### config.mk
export PLATFORM = sky130hd
export DESIGN_NAME = name_sanitiser_stream
export DESIGN_NICKNAME = d
export VERILOG_FILES = /design/src/design/nss_pkg.sv /design/src/design/name_sanitiser_stream.sv /design/src/design/nss_front.sv /design/src/design/nss_queue.sv /design/src/design/nss_back.sv
export SDC_FILE = /design/constraint.sdc
export NUM_CORES = 1
export LEC_CHECK = 0
export ABC_CLOCK_PERIOD_IN_PS = 5190
export BUFFER_PORTS_ARGS = -buffer_cell sky130_fd_sc_hd__buf_2
export CORE_AREA = 2 2 57 100
export CTS_BUF_LIST = sky130_fd_sc_hd__clkbuf_2
export DETAILED_ROUTE_END_ITERATION = 16
export DIE_AREA = 0 0 59 102
export PLACE_DENSITY_LB_ADDON = 0.2
export SYNTH_ARGS = -nofsm -noshare
export SYNTH_HDL_FRONTEND = slang
export SYNTH_SLANG_ARGS = --single-unit
### constraint.sdc
create_clock -name clk -period 5.19 [get_ports clk]
set_input_delay 1.038 -clock clk [delete_from_list [all_inputs] [get_ports clk]]
set_output_delay 1.038 -clock clk [all_outputs]
set_load 0.01 [all_outputs]
### src/design/nss_pkg.sv
`default_nettype none
// ----------------------------------------------------------------------------
// nss_pkg
// Shared types, character constants and helpers for the name sanitiser.
// ----------------------------------------------------------------------------
package nss_pkg;

  localparam logic [7:0] SEP_CHAR   = 8'h5F;  // '_'
  localparam logic [7:0] SPACE_CHAR = 8'h20;  // ' '
  localparam logic [7:0] DASH_CHAR  = 8'h2D;  // '-'
  localparam logic [7:0] DOT_CHAR   = 8'h2E;  // '.'

  localparam int UNNAMED_LEN = 7;
  localparam int STEP_W      = $clog2(UNNAMED_LEN);
  localparam logic [STEP_W-1:0] UNNAMED_LAST = STEP_W'(UNNAMED_LEN - 1);

  // What the back end has to emit for one queued command.
  typedef enum logic [1:0] {
    CMD_BYTES,    // byte_a, then '_' when two is set; never the last word
    CMD_LAST,     // byte_a as the final word of the name
    CMD_UNNAMED   // the fallback reply for an empty name
  } cmd_kind_t;

  typedef struct packed {
    cmd_kind_t   kind;
    logic [7:0]  byte_a;
    logic        two;
  } cmd_t;

  function automatic logic is_text(input logic [7:0] c);
    logic r;
    r = ((c >= 8'h41) && (c <= 8'h5A)) ||
        ((c >= 8'h61) && (c <= 8'h7A)) ||
        ((c >= 8'h30) && (c <= 8'h39)) ||
        (c == DASH_CHAR) || (c == DOT_CHAR);
    return r;
  endfunction

  function automatic logic [7:0] unnamed_char(input logic [STEP_W-1:0] idx);
    logic [7:0] r;
    unique case (idx)
      3'd0:    r = 8'h75;  // u
      3'd1:    r = 8'h6E;  // n
      3'd2:    r = 8'h6E;  // n
      3'd3:    r = 8'h61;  // a
      3'd4:    r = 8'h6D;  // m
      3'd5:    r = 8'h65;  // e
      3'd6:    r = 8'h64;  // d
      default: r = 8'h00;
    endcase
    return r;
  endfunction

endpackage
`default_nettype wire

### src/design/name_sanitiser_stream.sv
`default_nettype none
// ----------------------------------------------------------------------------
// name_sanitiser_stream
// Cleans up a streamed name into a safe identifier of ASCII text bytes.
// ----------------------------------------------------------------------------
// Usage:
//   The slave side takes one word per raw byte of a name (s_tdata) and one
//   closing word with s_tlast high, whose data is ignored. The master side
//   gives the cleaned name, one byte per word, with m_tlast on its final byte.
//   Letters, digits, '-' and '.' pass, spaces and underscores fold into a
//   single '_' between text, everything else is dropped. An empty result is
//   answered with "unnamed".
//   The newest text byte is held back until the next text byte or the closing
//   word arrives, so output lags input by one text byte. Once a word releases
//   output, its first word passes through the command queue and the output
//   register before it reaches the master side. The back end sends one word per
//   cycle while the receiver is ready; a text byte can release two words. Input
//   words are taken every cycle while the four-entry command queue has room.
//   When the receiver stalls, the output register holds its word and the
//   queue fills; s_tready falls only when the queue is full.
//   Reset clears the name state, the queue and the output valid; no clearing
//   pass is needed.
// ----------------------------------------------------------------------------
module name_sanitiser_stream #(
  parameter int QUEUE_DEPTH = 4
) (
  input  wire logic       clk,
  input  wire logic       rst,
  input  wire logic       s_tvalid,
  output logic            s_tready,
  input  wire logic [7:0] s_tdata,   // [7:0] in_byte
  input  wire logic       s_tlast,   // end_of_name
  output logic            m_tvalid,
  input  wire logic       m_tready,
  output logic [7:0]      m_tdata,   // [7:0] out_byte
  output logic            m_tlast    // last_of_name
);
  import nss_pkg::*;

  logic fire;
  logic push;
  logic pop;
  logic q_empty;
  logic q_full;
  cmd_t push_cmd;
  cmd_t head;

  // The front end never needs to wait for anything but room in the queue.
  assign s_tready = !q_full;
  assign fire     = s_tvalid && s_tready;

  nss_front u_front (
    .clk         (clk),
    .rst         (rst),
    .fire        (fire),
    .in_byte     (s_tdata),
    .end_of_name (s_tlast),
    .push        (push),
    .cmd         (push_cmd)
  );

  nss_queue #(
    .DEPTH (QUEUE_DEPTH)
  ) u_queue (
    .clk      (clk),
    .rst      (rst),
    .push     (push),
    .push_cmd (push_cmd),
    .pop      (pop),
    .head     (head),
    .empty    (q_empty),
    .full     (q_full)
  );

  nss_back u_back (
    .clk      (clk),
    .rst      (rst),
    .head     (head),
    .empty    (q_empty),
    .pop      (pop),
    .m_tvalid (m_tvalid),
    .m_tready (m_tready),
    .m_tdata  (m_tdata),
    .m_tlast  (m_tlast)
  );

endmodule
`default_nettype wire

### src/design/nss_front.sv
`default_nettype none
// ----------------------------------------------------------------------------
// nss_front
// Classifies incoming words, keeps the name state and issues emit commands.
// ----------------------------------------------------------------------------
module nss_front (
  input  wire logic          clk,
  input  wire logic          rst,
  input  wire logic          fire,
  input  wire logic [7:0]    in_byte,
  input  wire logic          end_of_name,
  output logic               push,
  output nss_pkg::cmd_t      cmd
);
  import nss_pkg::*;

  logic       pending_separator;
  logic       seen_text;
  logic [7:0] held_byte;
  logic       held_valid;

  logic text_in;
  logic sep_in;

  assign text_in = is_text(in_byte);
  assign sep_in  = (in_byte == SEP_CHAR) || (in_byte == SPACE_CHAR);

  // An end word always produces output; a text word only when a byte is held.
  always_comb begin
    push       = 1'b0;
    cmd.kind   = CMD_BYTES;
    cmd.byte_a = held_byte;
    cmd.two    = 1'b0;
    if (end_of_name) begin
      push     = fire;
      cmd.kind = held_valid ? CMD_LAST : CMD_UNNAMED;
    end else if (text_in) begin
      push       = fire && (held_valid || pending_separator);
      cmd.byte_a = held_valid ? held_byte : SEP_CHAR;
      cmd.two    = held_valid && pending_separator;
    end
  end

  always_ff @(posedge clk) begin
    if (rst) begin
      pending_separator <= 1'b0;
      seen_text         <= 1'b0;
      held_valid        <= 1'b0;
      held_byte         <= 8'h00;
    end else if (fire) begin
      if (end_of_name) begin
        pending_separator <= 1'b0;
        seen_text         <= 1'b0;
        held_valid        <= 1'b0;
        held_byte         <= 8'h00;
      end else if (text_in) begin
        pending_separator <= 1'b0;
        seen_text         <= 1'b1;
        held_valid        <= 1'b1;
        held_byte         <= in_byte;
      end else if (sep_in && seen_text) begin
        pending_separator <= 1'b1;
      end
    end
  end

  // A held byte exists exactly when text has been seen in this name.
  assert property (@(posedge clk) disable iff (rst) held_valid == seen_text)
    else $error("nss_front: held_valid and seen_text disagree");

  // A separator is only remembered after text.
  assert property (@(posedge clk) disable iff (rst) pending_separator |-> seen_text)
    else $error("nss_front: separator pending before any text");

  // Every end word issues a command.
  assert property (@(posedge clk) disable iff (rst) (fire && end_of_name) |-> push)
    else $error("nss_front: end word did not issue a command");

endmodule
`default_nettype wire

### src/design/nss_queue.sv
`default_nettype none
// ----------------------------------------------------------------------------
// nss_queue
// Small command FIFO between the front and back ends.
// ----------------------------------------------------------------------------
module nss_queue #(
  parameter int DEPTH = 4
) (
  input  wire logic          clk,
  input  wire logic          rst,
  input  wire logic          push,
  input  wire nss_pkg::cmd_t push_cmd,
  input  wire logic          pop,
  output nss_pkg::cmd_t      head,
  output logic               empty,
  output logic               full
);
  import nss_pkg::*;

  localparam int IDX_W = (DEPTH > 1) ? $clog2(DEPTH) : 1;
  localparam int CNT_W = $clog2(DEPTH + 1);

  cmd_t             entries [DEPTH];
  logic [IDX_W-1:0] wr_ptr;
  logic [IDX_W-1:0] rd_ptr;
  logic [CNT_W-1:0] count;

  assign empty = (count == CNT_W'(0));
  assign full  = (count == CNT_W'(DEPTH));
  assign head  = entries[rd_ptr];

  always_ff @(posedge clk) begin
    if (push) begin
      entries[wr_ptr] <= push_cmd;
    end
  end

  always_ff @(posedge clk) begin
    if (rst) begin
      wr_ptr <= '0;
      rd_ptr <= '0;
      count  <= '0;
    end else begin
      if (push) begin
        wr_ptr <= (wr_ptr == IDX_W'(DEPTH - 1)) ? '0 : wr_ptr + IDX_W'(1);
      end
      if (pop) begin
        rd_ptr <= (rd_ptr == IDX_W'(DEPTH - 1)) ? '0 : rd_ptr + IDX_W'(1);
      end
      if (push && !pop) begin
        count <= count + CNT_W'(1);
      end else if (pop && !push) begin
        count <= count - CNT_W'(1);
      end
    end
  end

  assert property (@(posedge clk) disable iff (rst) count <= CNT_W'(DEPTH))
    else $error("nss_queue: count beyond depth");

  assert property (@(posedge clk) disable iff (rst) !(push && full))
    else $error("nss_queue: push into full queue");

  assert property (@(posedge clk) disable iff (rst) !(pop && empty))
    else $error("nss_queue: pop from empty queue");

endmodule
`default_nettype wire

### src/design/nss_back.sv
`default_nettype none
// ----------------------------------------------------------------------------
// nss_back
// Expands queued commands into output words through a registered output stage.
// ----------------------------------------------------------------------------
module nss_back (
  input  wire logic          clk,
  input  wire logic          rst,
  input  wire nss_pkg::cmd_t head,
  input  wire logic          empty,
  output logic               pop,
  output logic               m_tvalid,
  input  wire logic          m_tready,
  output logic [7:0]         m_tdata,
  output logic               m_tlast
);
  import nss_pkg::*;

  logic [STEP_W-1:0] step;
  logic [STEP_W-1:0] final_step;
  logic              load;
  logic [7:0]        word_byte;
  logic              word_last;

  assign load = !empty && (!m_tvalid || m_tready);
  assign pop  = load && (step == final_step);

  always_comb begin
    final_step = '0;
    word_byte  = head.byte_a;
    word_last  = 1'b0;
    unique case (head.kind)
      CMD_BYTES: begin
        final_step = head.two ? STEP_W'(1) : '0;
        word_byte  = (step == '0) ? head.byte_a : SEP_CHAR;
      end
      CMD_LAST: begin
        word_last = 1'b1;
      end
      CMD_UNNAMED: begin
        final_step = UNNAMED_LAST;
        word_byte  = unnamed_char(step);
        word_last  = (step == UNNAMED_LAST);
      end
      default: begin
        final_step = '0;
      end
    endcase
  end

  always_ff @(posedge clk) begin
    if (rst) begin
      step     <= '0;
      m_tvalid <= 1'b0;
    end else begin
      if (load) begin
        step     <= pop ? '0 : step + STEP_W'(1);
        m_tvalid <= 1'b1;
      end else if (m_tready) begin
        m_tvalid <= 1'b0;
      end
    end
  end

  always_ff @(posedge clk) begin
    if (load) begin
      m_tdata <= word_byte;
      m_tlast <= word_last;
    end
  end

  assert property (@(posedge clk) disable iff (rst) step <= UNNAMED_LAST)
    else $error("nss_back: step counter out of range");

  assert property (@(posedge clk) disable iff (rst) (step != '0) |-> !empty)
    else $error("nss_back: command left while partly emitted");

  assert property (@(posedge clk) disable iff (rst) (load && word_last) |-> pop)
    else $error("nss_back: last word without retiring its command");

endmodule
`default_nettype wire

==> results of run 1 <==
-- metrics by stage --
| step | hold slack [ps] | cells | utilization, % | setup slack [ps] |
|---|---|---|---|---|
| floorplan | 452 | 260 | - | 1880 |
| global placement | 459 | 330 | 68.8 | 1600 |
| detailed placement | 463 | 330 | 68.8 | 1520 |
| CTS | 486 | 346 | 71.5 | 1480 |
| global route | 511 | 346 | 71.5 | 1170 |
| finish | 486 | 346 | 71.5 | 1540 |
-- report_power, final --
part	internal, µW	leakage, µW	switching, µW
Combinational	213	0.000626	257
Sequential	755	0.000683	55.7
Clock	166	0.0000828	194
Total	1130	0.00139	507
-- kinds of logic (layout without fill, tap and decap cells) --
| group | Yosys count | after routing | share of synthesized area (%) |
|---|---|---|---|
| compound gates | 38 | 38 | 7.94 |
| buf+inv | 28 | 59 | 3.12 |
| fa+ha+maj | 14 | 14 | 5.37 |
| mux | 17 | 17 | 9.08 |
| flops | 76 | 76 | 60.3 |
| xor+xnor | 3 | 3 | 0.772 |
| simple gates | 84 | 84 | 13.4 |
-- synthesized netlist by cell type, types with 7 or more instances --
cell type,number,area (µm²)
a21oi_1,9,45.0
and2_1,7,43.8
clkbuf_1,7,26.3
dfxtp_1,23,460
edfxtp_1,53,1590
ha_1,13,163
inv_1,20,75.1
mux4_2,11,248
nand2_1,21,78.8
nand2b_1,14,87.6
nor2_1,11,41.3
nor3_1,10,50.1
o32ai_1,7,61.3
-- worst max-delay path by stage --
| stage | end | slack, ps | cells after the start |
|---|---|---|---|
| final | u_queue.count[2] | 1540 | 13 |
| after global routing | u_queue.count[2] | 1170 | 13 |
| after CTS | u_queue.count[2] | 1480 | 13 |
| after detailed placement | u_queue.count[2] | 1520 | 13 |
| after global placement | u_queue.count[2] | 1600 | 13 |
| after floorplan | u_queue.count[2] | 1880 | 15 |
-- per-layer routing --
metal | track usage (%) | wire length, µm | vias to the layer above
li1 | - | - | 1022
met1 | 19.9 | 2070 | 946
met2 | 37.8 | 3020 | 53
met3 | 4.94 | 189 | 20
met4 | 12.1 | 192 | 0
met5 | 0 | 0 | -
-- sequential cells by signal, indices dropped and copies added, names as in the netlist, named ones only --
| name | cells |
|---|---|
| u_back.m_tdata | 8 |
| u_back.m_tlast | 1 |
| u_back.m_tvalid | 1 |
| u_back.step | 3 |
| u_front.held_byte | 8 |
| u_front.pending_separator | 1 |
| u_front.seen_text | 1 |
| u_queue.count | 3 |
| u_queue.entries | 44 |
| u_queue.rd_ptr | 2 |
| u_queue.wr_ptr | 2 |
-- worst max-delay path: stages (launching register included) --
cell and delay [ps]:
dfxtp_1 840, mux4_2 610, inv_1 100, ha_1 340
and3_1 200, nor2_1 70, nor4_4 400, inv_1 80
ha_1 210, inv_1 70, fa_1 170, xor2_1 70
or3_1 300, a21oi_1 140
-- area by class of cell --
| class | instances | area (µm²) |
|---|---|---|
| clock buffer | 11 | 55.1 |
| timing repair buffer | 23 | 115 |
| tap | 55 | 68.8 |
| fill | 369 | 1470 |
| multi-input combinational | 156 | 1240 |
| inverter | 20 | 75.1 |
| sequential | 76 | 2050 |
| clock inverter | 5 | 85.1 |
==> out/metrics.yaml, run 1 <==
power:
  p_leak_uw: 0.00139
  peakVddDrop_uv: 221
  power_density_nw_per_um2: 444
  p_total_uw: 1640
critical_path:
  rr_endpoint: "u_queue.count[2]"
  ff2ff_setup_slack_ps: 1540
  path_max_fanout: 11
  reg2reg_depth: 13
  critPathKind: "reg2reg"
  cp_data_arrival_time_ps: 4070
  end_kind: "flop"
  worstPathRequired_ps: 5610
  start_kind: "flop"
worst_hold_path:
  min_from: "u_back.m_tvalid"
  hold_end: "u_back.m_tvalid"
  holdPathStages: 2
  hold_class: "reg2reg"
logic_synthesis:
  syn_nets: 287
  ys_seq_area_share_pct: 60.3
  async_reset_ff_share_pct: 0
  synth_edf_count: 53
  syn-cell-area_um2: 3400
  yosysUniqueCellTypes: 43
  ys.flop_type: "edfxtp_1"
  synth_seq_cells: 76
  ys_warn_count: 0
  syn_inst: 260
  avgSynthCellArea_um2: 13.1
clocking:
  numCtsBuffers: 9
  insertion_delay_ps: 480
  cts_max_path_buffers: 2
  cts_max_level: 3
  post_cts_buffers: 0
  cts_tree: "built"
  holdBufCountCts: 0
  clkTransAtPathRegs_ps: 190
  clockRootBuffer: "clkbuf_2"
  cts_resized: 0
  clkSinkCount: 76
routing:
  vias: 2041
  ant_nets: 0
  dr.pass1.iters: 4
  avgRoutedWirePerCell_um: 15.8
  drc: 0
  finalWirelength_mm: 5.47
  drt-initial-drc-count: 69
  viasPerCell: 5.90
finish:
  final_common_cell: "edfxtp_1"
  final_cell_mix: "edfxtp_1, dfxtp_1, buf_2"
  nNetsFinal: 313
  n_antenna_cell: 0
  final_area_um2: 3700
  area_delta_synth_final_pct: 8.60
  drive_gt1_share_pct: 19.2
place:
  dp.final_hpwl_mm: 4.04
  place_congestion: 0.888
  dpl-instance-area_um2: 3560
  portBuffers: 23
floorplanning:
  rows: 35
  core_area_um2: 5170
  dieArea_um2: 6020
  die_x_um: 59
  die_height_um: 102
  start_util_pct: 65.9
  ios: 24
sta:
  fmax_mhz: 274
  hold_violations: 0
  fin_crit_ps: 3650
  setup_tns_ps: 0
  finalMaxSlewViolations: 0
  period_share_pct: 70.3
  rsz0062_at_grt: "false"
  tightest_slew_ps: 733
  slew_headroom_pct: 51.0
  setup_viol: 0
  clock_skew_ps: 17.8
global_routing:
  grt_max_degree: 31
  overflow: 0
  grt_pass1_vias: 1959
  antenna_found_initial: 0
  grt_usage_pct: 20.5
  grt_pass1_wl_mm: 8.83
status:
  outcome: "complete, no violations"
job:
  max_cap_viol_count: 0
No activity file was read; power rests on OpenSTA's default activity.
==> run 2, diff against run 1 <==
--- a/config.mk
+++ b/config.mk
@@ -5,12 +5,12 @@
 export SDC_FILE = /design/constraint.sdc
 export NUM_CORES = 1
 export LEC_CHECK = 0
-export ABC_CLOCK_PERIOD_IN_PS = 5190
+export ABC_CLOCK_PERIOD_IN_PS = 3700
 export BUFFER_PORTS_ARGS = -buffer_cell sky130_fd_sc_hd__buf_2
-export CORE_AREA = 2 2 57 100
+export CORE_AREA = 2 2 60 104
 export CTS_BUF_LIST = sky130_fd_sc_hd__clkbuf_2
 export DETAILED_ROUTE_END_ITERATION = 16
-export DIE_AREA = 0 0 59 102
+export DIE_AREA = 0 0 62 106
 export PLACE_DENSITY_LB_ADDON = 0.2
 export SYNTH_ARGS = -nofsm -noshare
 export SYNTH_HDL_FRONTEND = slang
==> constraint.sdc (replaced) <==
create_clock -name clk -period 3.7 [get_ports clk]
set_input_delay 0.74 -clock clk [delete_from_list [all_inputs] [get_ports clk]]
set_output_delay 0.74 -clock clk [all_outputs]
set_load 0.01 [all_outputs]
==> run 2 against run 1 <==
Compared with the run above: worst setup slack worse by 1000 ps; clock skew down 2.9 ps; routed wire length down 2.8%; clock-buffer cell count up 1; combinational power up 52%; maximum frequency up 15%; worst hold slack worse by 1.1 ps; largest cell class unchanged; die area up 9.2%; largest power group unchanged; non-clock buffer count up 6; critical path depth up 2.
==> out/metrics.yaml, run 2 (synthesis gave the netlist of run 1 again) <==
floorplanning:
  core_area_um2: 5790
  dieArea_um2: 6570
  start_util_pct: 58.8
  ios: 24
  die_height_um: 106
  rows: 37
  die_x_um: 62
worst_hold_path:
  hold_class: "reg2reg"
  holdPathStages: 1
finish:
  n_fill_cell: 466
  n_antenna_cell: 0
  multi_input_area_um2: 1240
  final_cell_mix: "edfxtp_1, dfxtp_1, buf_2"
  seq_area_um2: 2050
  final_common_cell: "edfxtp_1"
  final_core_utilization_pct: 64.0
  area_delta_synth_final_pct: 8.86
  final_area_um2: 3700
  max_flop_register: "u_queue.entries"
  largest_reg_flops: 44
  drive_gt1_share_pct: 19.9
  nNetsFinal: 319
  reg_top3: "u_queue.entries: 44 flops, u_back.m_tdata: 8 flops, u_front.held_byte: 8 flops"
place:
  dp.final_hpwl_mm: 4.03
  portBuffers: 23
  dpl-instance-area_um2: 3630
  place_congestion: 0.898
power:
  power_density_nw_per_um2: 583
  power_frac_clock_pct: 15.6
  peakVddDrop_uv: 262
  power.share.sequential_pct: 51.4
  comb_power_share_pct: 33.0
  p_leak_uw: 0.00139
  switching_share_pct: 32.1
  switching_power_uw: 694
  cell_internal_pwr_uw: 1470
sta:
  slew_headroom_pct: 61.0
  fin_crit_ps: 3160
  finalMaxSlewViolations: 0
  period_share_pct: 85.5
  clock_skew_ps: 14.9
  setup_tns_ps: 0
  setup_viol: 0
  fmax_mhz: 316
  hold_violations: 0
  rsz0062_at_grt: "false"
  tightest_slew_ps: 585
routing:
  vias: 2072
  finalWirelength_mm: 5.32
  drc: 0
  dr.pass1.iters: 4
  viasPerCell: 5.54
  avgRoutedWirePerCell_um: 14.2
  drt-initial-drc-count: 104
  ant_nets: 0
critical_path:
  critPathKind: "reg2reg"
  end_kind: "flop"
  cp_data_arrival_time_ps: 3600
  start_kind: "flop"
  worstPathRequired_ps: 4140
  path_max_fanout: 10
  reg2reg_depth: 15
status:
  outcome: "complete, no violations"
global_routing:
  overflow: 0
  antenna_found_initial: 0
  grt_max_degree: 31
  grt_usage_pct: 18.6
  grt_pass1_wl_mm: 8.74
  grt_pass1_vias: 1947
clocking:
  cts_max_path_buffers: 2
  post_cts_buffers: 0
  clkSinkCount: 76
  clockRootBuffer: "clkbuf_2"
  cts_max_level: 3
  cts_resized: 0
  holdBufCountCts: 0
  numCtsBuffers: 9
  insertion_delay_ps: 490
  cts_tree: "built"
  clkTransAtPathRegs_ps: 180
job:
  max_cap_viol_count: 0
[run 2: final cells by class]
| type | count | share of cell area, % |
|---|---|---|
| clock buffers | 12 | 1.62 |
| clock inverters | 3 | 0.405 |
| inverters | 20 | 2.03 |
| multi-input cells | 156 | 33.6 |
| flip-flops and latches | 76 | 55.4 |
| well taps | 78 | 2.63 |
| repair buffers | 29 | 4.32 |
[run 2: final timing paths]
path                                      startpoint                    to  slack [ps]
worst max-delay path                            flop      u_queue.count[2]         540
worst min-delay path            u_front.held_byte[7]  u_front.held_byte[7]         480
worst max register to register                  flop      u_queue.count[2]         540
worst min register to register  u_front.held_byte[7]  u_front.held_byte[7]         480
[run 2: metal layers]
layer  vias to the layer above  share of wire, %  track usage [%]
met1                       974                38             19.0
met3                        20               3.5             5.11
met2                        51                55             31.0
met4                         0               3.6             12.5
met5                         -                 0                0
li1                       1027                 -                -
[run 2: worst max-delay path, cell delays in order (launching register included)]
cell	delay (ps)
dfxtp_1	380
buf_4	240
mux4_2	540
inv_1	90
ha_1	160
buf_4	160
and3_1	160
nor2_1	80
nor4_4	280
inv_1	70
ha_1	200
inv_1	70
fa_1	170
xor2_1	70
or3_1	310
a21oi_1	130
[run 2: metrics by stage]
stage / hold WS (ps) / setup WS, ps / power, µW / std cells
global route: 475 / 307 / 2310 / 374
global placement: 461 / 593 / 1830 / 359
detailed placement: 472 / 522 / 1850 / 359
CTS: 458 / 507 / 2180 / 374
floorplan: 452 / 394 / 1650 / 260
finish: 485 / 537 / 2160 / 374
[run 2: power by group through the flow]
stage          logic [µW]  clock network, µW  registers [µW]
2_1_floorplan         492                  0            1150
3_3_place_gp          705                  0            1130
3_5_place_dp          713                  0            1130
4_1_cts               717                352            1110
5_1_grt               798                382            1130
6_report              712                338            1110
